[src/sv/srl_pkg.sv]
package srl_pkg;

  localparam int unsigned DEPTH = 64;
  localparam int unsigned IDX_W = $clog2(DEPTH);
  localparam int unsigned CNT_W = $clog2(DEPTH + 1);
  localparam int unsigned ID_W  = 32;
  localparam int unsigned AGE_W = 8;
  localparam int unsigned POS_W = 6;

  typedef enum logic [1:0] {
    CMD_INSERT = 2'd0,
    CMD_DELETE = 2'd1,
    CMD_READ   = 2'd2,
    CMD_NOP    = 2'd3
  } cmd_t;

  typedef enum logic [1:0] {
    ST_OK        = 2'd0,
    ST_NOT_FOUND = 2'd1,
    ST_FULL      = 2'd2,
    ST_EMPTY_POS = 2'd3
  } status_t;

  typedef struct packed {
    logic [ID_W-1:0]  id;
    logic [AGE_W-1:0] age;
  } rec_t;

  typedef struct packed {
    logic             ins;
    logic             del;
    logic [ID_W-1:0]  key;
    logic [AGE_W-1:0] age;
  } cell_op_t;

  typedef struct packed {
    logic gt;
    logic ge;
    logic match;
  } cell_flags_t;

endpackage

[src/sv/srl_cell.sv]
module srl_cell (
  input  logic                  clk,
  input  srl_pkg::cell_op_t     op,
  input  logic                  occ,
  input  logic                  gt_left,
  input  srl_pkg::rec_t         left_rec,
  input  srl_pkg::rec_t         right_rec,
  output srl_pkg::cell_flags_t  flags,
  output srl_pkg::rec_t         rec
);

  srl_pkg::rec_t rec_r;
  srl_pkg::rec_t rec_nxt;
  logic          gt;

  assign gt          = !occ || ($signed(rec_r.id) > $signed(op.key));
  assign flags.gt    = gt;
  assign flags.ge    = occ && ($signed(rec_r.id) >= $signed(op.key));
  assign flags.match = occ && (rec_r.id == op.key);
  assign rec         = rec_r;

  always_comb begin
    rec_nxt = rec_r;
    priority if (op.ins) begin
      // take the new record at the first slot past it, shift the rest up
      if (gt_left) begin
        rec_nxt = left_rec;
      end else if (gt) begin
        rec_nxt.id  = op.key;
        rec_nxt.age = op.age;
      end
    end else if (op.del) begin
      if (flags.ge) begin
        rec_nxt = right_rec;
      end
    end else begin
      rec_nxt = rec_r;
    end
  end

  always_ff @(posedge clk) begin
    rec_r <= rec_nxt;
  end

endmodule

[config.mk]
export PLATFORM = sky130hd
export DESIGN_NAME = srl_cell
export DESIGN_NICKNAME = d
export VERILOG_FILES = /design/src/sv/srl_pkg.sv /design/src/sv/srl_cell.sv
export SDC_FILE = /design/constraint.sdc
export NUM_CORES = 1
export LEC_CHECK = 0
export ABC_AREA = 0
export BUFFER_PORTS_ARGS = -buffer_cell sky130_fd_sc_hd__buf_2
export CORE_ASPECT_RATIO = 1.4
export CORE_UTILIZATION = 45
export CTS_CLUSTER_SIZE = 40
export DETAILED_ROUTE_END_ITERATION = 16
export PLACE_DENSITY = 0.85
export SYNTH_ARGS = -nofsm -noshare
export SYNTH_HDL_FRONTEND = slang
export SYNTH_SLANG_ARGS = --single-unit
[constraint.sdc]
create_clock -name clk -period 5.2 [get_ports clk]
set_clock_uncertainty 0.15 [all_clocks]
set_input_delay 1.3 -clock clk [delete_from_list [all_inputs] [get_ports clk]]
set_output_delay 1.3 -clock clk [all_outputs]
set_load 0.02 [all_outputs]
==> results.py, run 1 <==
metrics = {
    "synth": {
        "synth_top_cell_by_area": "sky130_fd_sc_hd__edfxtp_1",
        "ys_seq_area_share_pct": 40.9,
        "synth_enable_flop_cells": 40,
        "async_flop_share_pct": 0,
        "synth.lib_cells_used.distinct": 36,
        "flip_flop_and_latch_count_after_synthesis": 40,
        "synth_top_area_share_pct": 40.9,
        "ys.flop_type": "sky130_fd_sc_hd__edfxtp_1",
        "post_synth_instance_area_mm2": 0.00294,
        "synth-warning-count": 0,
        "synth_top_cells_by_area": "sky130_fd_sc_hd__edfxtp_1 (41%), sky130_fd_sc_hd__ha_1 (14%), sky130_fd_sc_hd__mux2i_1 (14%)",
        "synth_commonest_cells": "sky130_fd_sc_hd__a21oi_1 (53), sky130_fd_sc_hd__nor2_1 (44), sky130_fd_sc_hd__edfxtp_1 (40), sky130_fd_sc_hd__mux2i_1 (40), sky130_fd_sc_hd__inv_1 (34)",
        "synth_cells": 299,
        "synthesis.area_per_instance_um2": 9.83,
        "post-synth-top-count-cell": "sky130_fd_sc_hd__a21oi_1",
        "syn-num-nets": 456,
    },
    "worst_setup_path": {
        "r2r-end": "rec[28]",
        "critical_setup_path_kind": "in -> out",
        "cp-end-kind": "output pin",
        "crit_reg_reg_startpoint": "rec[22]",
        "worst-path-max-fanout": 3,
        "critPathArrivalTime_ns": 3.24,
        "r2r_cells": 9,
        "setup.reg_to_reg.worst_slack_ns": 1.98,
        "crit_required_ns": 3.75,
        "critPathLaunchType": "input port",
    },
    "min_path": {
        "hold-path-cell-count": 6,
        "hold_path_end": "rec[36]",
        "timing.hold.worst.class": "reg -> reg",
        "worstHoldStart": "rec[39]",
    },
    "detailed_routing": {
        "drt_first_pass_iters": 6,
        "detail-route-antenna-nets": 0,
        "average_wire_length_per_cell_after_detail_routing_um": 13.5,
        "dr_total_vias": 2754,
        "initialDrtViolationCount": 88,
        "drc": 0,
        "wl_um": 7210,
        "via_count_normalized_by_instance_count": 5.17,
    },
    "sta": {
        "final.hold.worst_slack_ns": 1.11,
        "grt_setup_unrepaired": "false",
        "timing.final.ws_setup_ns": 0.514,
        "maxClockFrequency_ghz": 0.213,
        "report.final.slew_viol_count": 0,
        "hold_viol_final": 0,
        "final_min_period_over_clock_period_pct": 90.1,
        "setup_violations": 0,
        "setup_tns_ns": 0,
        "layout_min_cycle_time_ns": 4.69,
        "maxSlewHeadroom_pct": 53.9,
        "tightest_slew_ns": 0.692,
    },
    "clock_network": {
        "numClockSinks": 40,
        "clock-root-buffer": "sky130_fd_sc_hd__clkbuf_8",
        "clkLatencyLatePin_ns": 0.29,
        "cts-buffers-inserted": 5,
        "post-cts-setup-buffer-count": 0,
        "ctsResizeCount": 0,
        "cts_tree": "built",
        "h_tree_lvls": 2,
        "cts-hold-fix-buffers": 0,
        "clk_path_buf_depth": 2,
        "clk_pin_slew_worst_paths_ns": 0.08,
    },
    "placement": {
        "globalplace.congestion": 0.840,
        "io_buffers": 167,
        "place_hpwl_um": 5800,
        "detailedPlace.worstSlack_ns": 0.499,
    },
    "floorplan": {
        "die_h_um": 97.6,
        "fp.coreArea_mm2": 0.00625,
        "die-area_mm2": 0.00686,
        "core.rowCount": 34,
        "floorplan.initialDensity_pct": 47.0,
        "chipWidth_um": 70.3,
        "io_pins": 168,
    },
    "cells_and_area": {
        "insertedDiodeCount": 0,
        "drive_gt1_share_pct": 39.9,
        "flow.area_growth_from_synthesis_pct": 32.5,
        "largest_register_ffs": 40,
        "finish.net_count": 618,
        "nFillCells": 542,
    },
    "global_routing": {
        "pin_count_of_the_biggest_net_entering_global_routing": 73,
        "grt_overflow": 0,
        "grt_util_all_layers_pct": 21.6,
        "grt_antenna_before_repair": 0,
        "grt_pass1_wl_um": 11800,
        "first_global_vias": 2777,
    },
    "power": {
        "irDropWorstVdd_v": 0.000153,
        "cellLeakagePower_nw": 2.03,
        "power_per_cell_area_mw_per_mm2": 249,
        "finalPower_uw": 969,
    },
    "flow_run": {
        "drv.max_cap_violation_count": 0,
    },
    "status": {
        "status": "complete, no violations",
    },
}
## through the flow
stage,cell area (µm²),utilization (%),std cells
2_1_floorplan,2940,-,299
3_3_place_gp,3820,61.0,526
3_5_place_dp,3820,61.0,526
4_1_cts,3890,62.3,533
5_1_grt,3890,62.3,533
6_report,3890,62.3,533
## cells in the final DEF, fill, tap and decap left out, drive strengths merged
cell type / Yosys / final
ha: 32 / 32
o21a: 2 / 2
o2bb2ai: 1 / 1
inv: 34 / 34
clkinv: 0 / 1
o22ai: 1 / 1
nor2b: 1 / 1
edfxtp: 40 / 40
o41ai: 1 / 1
clkbuf: 9 / 6
nand2: 8 / 8
o21ai: 2 / 2
a21boi: 2 / 2
a21o: 3 / 3
buf: 6 / 170
nor3: 1 / 1
nor4b: 1 / 1
a21oi: 53 / 53
a2111oi: 1 / 1
and3: 1 / 1
a31oi: 1 / 1
o211ai: 1 / 1
nand3: 3 / 3
a211oi: 1 / 1
a211o: 1 / 1
nor2: 44 / 44
or2b: 1 / 1
a31o: 1 / 1
mux2i: 40 / 40
nand4: 6 / 6
nor4: 1 / 1
## worst max-delay path, stage by stage
cell and delay [ns]:
sky130_fd_sc_hd__buf_2 0.09, sky130_fd_sc_hd__inv_1 0.04, sky130_fd_sc_hd__ha_1 0.32, sky130_fd_sc_hd__nand4_2 0.17, sky130_fd_sc_hd__nor4_2 0.36, sky130_fd_sc_hd__a21boi_2 0.22, sky130_fd_sc_hd__o41ai_1 0.10, sky130_fd_sc_hd__a31o_1 0.27
sky130_fd_sc_hd__a21oi_1 0.17, sky130_fd_sc_hd__buf_2 0.19
## metal layers
metal,vias to the layer above,part of all wire [%],GRT usage (%)
li1,1393,-,-
met1,1251,40,23.8
met2,99,53,40.5
met3,11,5.7,4.05
met4,0,1.4,7.23
met5,-,0,0
## worst max-delay path by stage
| stage | from | endpoint | slack, ns | depth (start not counted) |
|---|---|---|---|---|
| floorplan | op[22] | flags[1] | 0.83 | 8 |
| global placement | op[22] | flags[1] | 0.53 | 10 |
| detailed placement | op[22] | flags[2] | 0.50 | 10 |
| CTS | op[22] | flags[2] | 0.49 | 10 |
| global route | op[22] | flags[2] | 0.33 | 10 |
| finish | op[22] | flags[2] | 0.51 | 10 |
## area by class of cell
| class | count | area, µm² | area share [%] |
|---|---|---|---|
| Clock inverter | 1 | 5.00 | 0.129 |
| Clock buffer | 6 | 72.6 | 1.86 |
| Tap cell | 72 | 90.1 | 2.31 |
| Inverter | 34 | 128 | 3.28 |
| Multi-Input combinational cell | 210 | 1540 | 39.5 |
| Sequential cell | 40 | 1200 | 30.8 |
| Timing Repair Buffer | 170 | 858 | 22.0 |
## logic make-up after synthesis
kind of cell | count (synthesis) | share of synthesized area [%]
compound gates | 71 | 13.8
fa+ha+maj | 32 | 13.6
buf+inv | 49 | 6.81
flops | 40 | 40.9
mux | 40 | 13.6
simple gates | 67 | 11.3
## power by group
group	switching, mW	internal [mW]
Clock	0.102	0.0913
Sequential	0.0201	0.414
Combinational	0.202	0.139
No activity file was read; power rests on OpenSTA's default activity.
==> run 2, diff against run 1 <==
--- a/config.mk
+++ b/config.mk
@@ -11,7 +11,7 @@
 export CORE_UTILIZATION = 45
 export CTS_CLUSTER_SIZE = 40
 export DETAILED_ROUTE_END_ITERATION = 16
-export PLACE_DENSITY = 0.85
+export PLACE_DENSITY_LB_ADDON = 0.25
 export SYNTH_ARGS = -nofsm -noshare
 export SYNTH_HDL_FRONTEND = slang
 export SYNTH_SLANG_ARGS = --single-unit
==> run 2 against run 1 <==
Against the previous run: register-to-register slack gained 0.07 ns; fmax rose by 1.1%; sequential power barely moved; clock-buffer cell count unchanged.
==> results.py, run 2 (same netlist as run 1, synthesis figures left out) <==
metrics = {
    "status": {
        "status": "complete, no violations",
    },
    "detailed_routing": {
        "detail-route-antenna-nets": 0,
        "met3RoutedLength_um": 411,
        "drt-met1-wl_um": 2900,
        "detailroute.wirelength.met2_um": 3830,
        "drt_first_pass_iters": 4,
        "drc": 0,
        "wl_um": 7220,
        "dr_total_vias": 2766,
        "average_wire_length_per_cell_after_detail_routing_um": 13.6,
        "via_count_normalized_by_instance_count": 5.19,
        "initialDrtViolationCount": 68,
        "highest_layer": "met4",
    },
    "worst_setup_path": {
        "r2r-end": "rec[33]",
        "critical_setup_path_kind": "in -> out",
        "path_cells": "buf_2 > inv_1 > ha_1 > nand4_2 > nor4_2 > a21boi_2 > o41ai_1 > a31o_1 > o22ai_1 > buf_2",
        "critPathArrivalTime_ns": 3.19,
        "worst-path-max-fanout": 3,
        "slowest_stage": "sky130_fd_sc_hd__nor4_2",
        "r2r_cells": 9,
        "crit_reg_reg_startpoint": "rec[22]",
        "critPathLaunchType": "input port",
        "cp-end-kind": "output pin",
        "setup.reg_to_reg.worst_slack_ns": 2.05,
        "worst_path_most_repeated_cell": "sky130_fd_sc_hd__buf_2",
        "max_stage_delay_ns": 0.34,
        "crit_required_ns": 3.75,
    },
    "clock_network": {
        "clkLatencyLatePin_ns": 0.28,
        "cts_tree": "built",
        "clock-root-buffer": "sky130_fd_sc_hd__clkbuf_8",
        "h_tree_lvls": 2,
        "ctsResizeCount": 0,
        "post-cts-setup-buffer-count": 0,
        "clk_pin_slew_worst_paths_ns": 0.08,
        "numClockSinks": 40,
        "clk_path_buf_depth": 2,
        "cts-buffers-inserted": 5,
        "cts-hold-fix-buffers": 0,
    },
    "floorplan": {
        "die-area_mm2": 0.00686,
        "core.rowCount": 34,
        "fp.coreArea_mm2": 0.00625,
        "io_pins": 168,
        "floorplan.initialDensity_pct": 47.0,
        "die_h_um": 97.6,
        "chipWidth_um": 70.3,
    },
    "sta": {
        "setup_tns_ns": 0,
        "grt_setup_unrepaired": "false",
        "maxClockFrequency_ghz": 0.216,
        "hold_viol_final": 0,
        "tightest_slew_ns": 0.726,
        "final_min_period_over_clock_period_pct": 89.2,
        "maxSlewHeadroom_pct": 51.6,
        "layout_min_cycle_time_ns": 4.64,
        "report.final.slew_viol_count": 0,
        "setup_violations": 0,
    },
    "cells_and_area": {
        "largest_register_ffs": 40,
        "mostFrequentLayoutCell": "sky130_fd_sc_hd__buf_2",
        "commonest_non_fill_non_tap_cells_in_the_layout": "sky130_fd_sc_hd__buf_2 (167), sky130_fd_sc_hd__a21oi_1 (53), sky130_fd_sc_hd__nor2_1 (44)",
        "drive_gt1_share_pct": 39.9,
        "insertedDiodeCount": 0,
        "flow.area_growth_from_synthesis_pct": 33.0,
        "nFillCells": 559,
        "finish.net_count": 618,
    },
    "power": {
        "power_per_cell_area_mw_per_mm2": 249,
        "finalPower_uw": 974,
        "irDropWorstVdd_v": 0.000166,
        "cellLeakagePower_nw": 2.03,
    },
    "placement": {
        "io_buffers": 167,
        "globalplace.congestion": 0.763,
        "place_hpwl_um": 5720,
    },
    "min_path": {
        "timing.hold.worst.class": "in -> reg",
        "worstHoldStart": "right_rec[37]",
        "hold-path-cell-count": 3,
        "hold_path_end": "rec[37]",
    },
    "global_routing": {
        "grt_antenna_before_repair": 0,
        "grt_pass1_wl_um": 11600,
        "first_global_vias": 2722,
        "pin_count_of_the_biggest_net_entering_global_routing": 77,
        "grt_overflow": 0,
        "grt_util_all_layers_pct": 21.0,
    },
    "flow_run": {
        "drv.max_cap_violation_count": 0,
    },
}
-- run 2: changes by cell type in the layout (fill, tap and decap cells not counted) --
cell                     before  now
sky130_fd_sc_hd__buf_12       0    1
sky130_fd_sc_hd__buf_4        3    2
-- run 2: power breakdown --
part / total [mW] / switching, mW / internal, mW
clock network: 0.195 / 0.103 / 0.0914
registers: 0.434 / 0.0197 / 0.414
logic: 0.346 / 0.204 / 0.142
-- run 2: per-stage QoR --
stage / util (%) / cells / setup WS (ns) / instance area (µm²) / hold slack [ns]
after global routing: 62.5 / 533 / 0.417 / 3910 / 1.18
after detailed placement: 61.2 / 526 / 0.543 / 3830 / 1.37
final: 62.5 / 533 / 0.564 / 3910 / 1.18
after global placement: 61.2 / 526 / 0.537 / 3830 / 1.34
after CTS: 62.5 / 533 / 0.528 / 3910 / 1.18
after floorplan: - / 299 / 0.831 / 2940 / 1.38
-- run 2: final cells by class --
type / count / area [µm²] / area share (%)
timing repair buffer: 170 / 871 / 22.3
inverter: 34 / 128 / 3.27
sequential: 40 / 1200 / 30.7
clock inverter: 1 / 5.00 / 0.128
multi-input combinational: 210 / 1540 / 39.4
clock buffer: 6 / 72.6 / 1.86
tap: 72 / 90.1 / 2.31
-- run 2: worst max-delay path by stage --
stage / from / endpoint / cells past startpoint
after global routing: op[22] / flags[1] / 10
after global placement: op[22] / flags[1] / 10
final: op[22] / flags[1] / 10
after detailed placement: op[22] / flags[1] / 10
after CTS: op[22] / flags[1] / 10
after floorplan: op[22] / flags[1] / 8
-- run 2: layer usage --
metal  track usage (%)  vias to the layer above
li1                  -                     1396
met1              23.4                     1268
met2              38.8                       96
met3              4.05                        6
met4              6.77                        0
met5                 0                        -
-- run 2: critical path: cells and delay by family --
kind,cells,cell delay (ns)
AO/OA/AOI/OAI,4,0.75
adder cells (fa/ha/maj),1,0.32
buffers and inverters,3,0.31
AND/OR/NAND/NOR,2,0.50
==> run 3, diff against run 2 <==
--- a/config.mk
+++ b/config.mk
@@ -6,11 +6,11 @@
 export NUM_CORES = 1
 export LEC_CHECK = 0
 export ABC_AREA = 0
-export BUFFER_PORTS_ARGS = -buffer_cell sky130_fd_sc_hd__buf_2
 export CORE_ASPECT_RATIO = 1.4
-export CORE_UTILIZATION = 45
+export CORE_UTILIZATION = 55
 export CTS_CLUSTER_SIZE = 40
 export DETAILED_ROUTE_END_ITERATION = 16
+export DONT_BUFFER_PORTS = 1
 export PLACE_DENSITY_LB_ADDON = 0.25
 export SYNTH_ARGS = -nofsm -noshare
 export SYNTH_HDL_FRONTEND = slang
==> run 3 against run 2 <==
Against the previous run: sequential cell count unchanged; via count decreased by 21%; clock-buffer cell count increased by 1.
==> results.py, run 3 (same netlist as run 1, synthesis figures left out) <==
metrics = {
    "global_routing": {
        "grt_busiest_layer": "met2",
        "global_route.usage.met3_pct": 7.35,
        "first_global_vias": 2068,
        "grt_util_all_layers_pct": 21.4,
        "grt_antenna_before_repair": 0,
        "routing_usage_on_met2_pct": 39.7,
        "pin_count_of_the_biggest_net_entering_global_routing": 83,
        "grt_overflow": 0,
        "global_route.usage.met1_pct": 21.8,
        "grt_pass1_wl_um": 9100,
    },
    "clock_network": {
        "clkLatencyLatePin_ns": 0.29,
        "ctsResizeCount": 0,
        "numClockSinks": 40,
        "post-cts-setup-buffer-count": 0,
        "clk_pin_slew_worst_paths_ns": 0.07,
        "clk_path_buf_depth": 2,
        "cts-hold-fix-buffers": 0,
        "h_tree_lvls": 2,
        "clock-root-buffer": "sky130_fd_sc_hd__clkbuf_8",
        "cts_tree": "built",
        "cts-buffers-inserted": 5,
    },
    "power": {
        "sw_frac_of_total_pct": 32.7,
        "pwr-share-seq_pct": 57.1,
        "cell_internal_pwr_uw": 588,
        "cellLeakagePower_nw": 1.37,
        "share_clk_of_total_power_pct": 22.8,
        "power_switching_uw": 285,
        "irDropWorstVdd_v": 0.000141,
        "power_per_cell_area_mw_per_mm2": 287,
        "power.share.combinational_pct": 20.1,
        "finalPower_uw": 873,
    },
    "floorplan": {
        "io_pins": 168,
        "chipWidth_um": 63.8,
        "core.rowCount": 31,
        "fp.coreArea_mm2": 0.00516,
        "die-area_mm2": 0.00564,
        "floorplan.initialDensity_pct": 56.9,
        "die_h_um": 88.5,
    },
    "detailed_routing": {
        "drt_first_pass_iters": 6,
        "average_wire_length_per_cell_after_detail_routing_um": 17.4,
        "wl_um": 6250,
        "dr_total_vias": 2185,
        "detail-route-antenna-nets": 0,
        "initialDrtViolationCount": 79,
        "drc": 0,
        "via_count_normalized_by_instance_count": 6.07,
    },
    "worst_setup_path": {
        "crit_reg_reg_startpoint": "rec[22]",
        "critPathArrivalTime_ns": 3.15,
        "r2r-end": "rec[36]",
        "worst-path-max-fanout": 3,
        "cp-end-kind": "output pin",
        "setup.reg_to_reg.worst_slack_ns": 1.81,
        "critPathLaunchType": "input port",
        "r2r_cells": 9,
        "critical_setup_path_kind": "in -> out",
        "crit_required_ns": 3.75,
    },
    "flow_run": {
        "drv.max_cap_violation_count": 0,
    },
    "placement": {
        "place_hpwl_um": 4830,
        "globalplace.congestion": 0.739,
        "io_buffers": 0,
    },
    "sta": {
        "maxSlewHeadroom_pct": 66.1,
        "tightest_slew_ns": 0.510,
        "hold_viol_final": 0,
        "maxClockFrequency_ghz": 0.217,
        "setup_violations": 0,
        "final_min_period_over_clock_period_pct": 88.4,
        "grt_setup_unrepaired": "false",
        "layout_min_cycle_time_ns": 4.60,
        "report.final.slew_viol_count": 0,
        "setup_tns_ns": 0,
    },
    "min_path": {
        "hold_path_end": "rec[4]",
        "hold-path-cell-count": 1,
        "worstHoldStart": "op[41]",
        "timing.hold.worst.class": "in -> reg",
    },
    "cells_and_area": {
        "finish.net_count": 450,
        "flow.area_growth_from_synthesis_pct": 3.66,
        "mostFrequentLayoutCell": "sky130_fd_sc_hd__a21oi_1",
        "largest_register_ffs": 40,
        "drive_gt1_share_pct": 5.10,
        "insertedDiodeCount": 0,
        "commonest_non_fill_non_tap_cells_in_the_layout": "sky130_fd_sc_hd__a21oi_1 (53), sky130_fd_sc_hd__nor2_1 (44), sky130_fd_sc_hd__mux2i_1 (40), sky130_fd_sc_hd__edfxtp_1 (40), sky130_fd_sc_hd__inv_1 (34)",
    },
    "status": {
        "status": "complete, no violations",
    },
}
-- run 3: changes by cell type in the layout (fill, tap and decap cells not counted), sizes merged --
| cell | before | now |
|---|---|---|
| clkbuf | 6 | 7 |
| buf | 170 | 2 |
-- run 3: final cells by class --
cell class	instances	area, µm²
fillers	467	2110
multi-input cells	210	1540
flip-flops and latches	40	1200
inverters	34	128
well taps	66	82.6
clock buffers	7	76.3
repair buffers	2	15.0
clock inverters	1	3.75
-- run 3: stage by stage --
step / setup slack (ns) / utilization (%) / hold WS, ns / area (µm²) / std cells
detailed placement: 0.608 / 57.5 / 1.37 / 2970 / 352
floorplan: 0.831 / - / 1.38 / 2940 / 299
finish: 0.601 / 59.0 / 1.07 / 3050 / 360
global route: 0.484 / 59.0 / 1.05 / 3050 / 360
CTS: 0.596 / 59.0 / 1.05 / 3050 / 360
global placement: 0.702 / 57.5 / 1.36 / 2970 / 352
-- run 3: worst max path at each step --
stage	depth (start not counted)	slack, ns	end	startpoint
4_1_cts	8	0.60	flags[2]	op[22]
3_3_place_gp	8	0.70	flags[2]	op[22]
2_1_floorplan	8	0.83	flags[1]	op[22]
3_5_place_dp	8	0.61	flags[2]	op[22]
5_1_grt	8	0.48	flags[2]	op[22]
6_report	8	0.60	flags[2]	op[22]
-- run 3: critical path: stages --
cell and delay (ns):
sky130_fd_sc_hd__inv_1 0.02, sky130_fd_sc_hd__ha_1 0.31, sky130_fd_sc_hd__nand4_2 0.15, sky130_fd_sc_hd__nor4_2 0.34, sky130_fd_sc_hd__a21boi_2 0.21, sky130_fd_sc_hd__o41ai_1 0.10
sky130_fd_sc_hd__a31o_1 0.26, sky130_fd_sc_hd__a21oi_1 0.45
-- run 3: layer usage --
layer	part of all wire [%]	vias to the layer above
li1	-	1065
met1	35	996
met2	54	112
met3	9.6	12
met4	1.7	0
met5	0	-
-- run 3: power by group through the flow --
| stage | combinational, mW | clock (mW) | sequential [mW] |
|---|---|---|---|
| after floorplan | 0.157 | 0 | 0.498 |
| after global placement | 0.173 | 0 | 0.506 |
| after detailed placement | 0.177 | 0 | 0.507 |
| after CTS | 0.178 | 0.204 | 0.500 |
| after global routing | 0.200 | 0.217 | 0.503 |
| final | 0.175 | 0.199 | 0.499 |
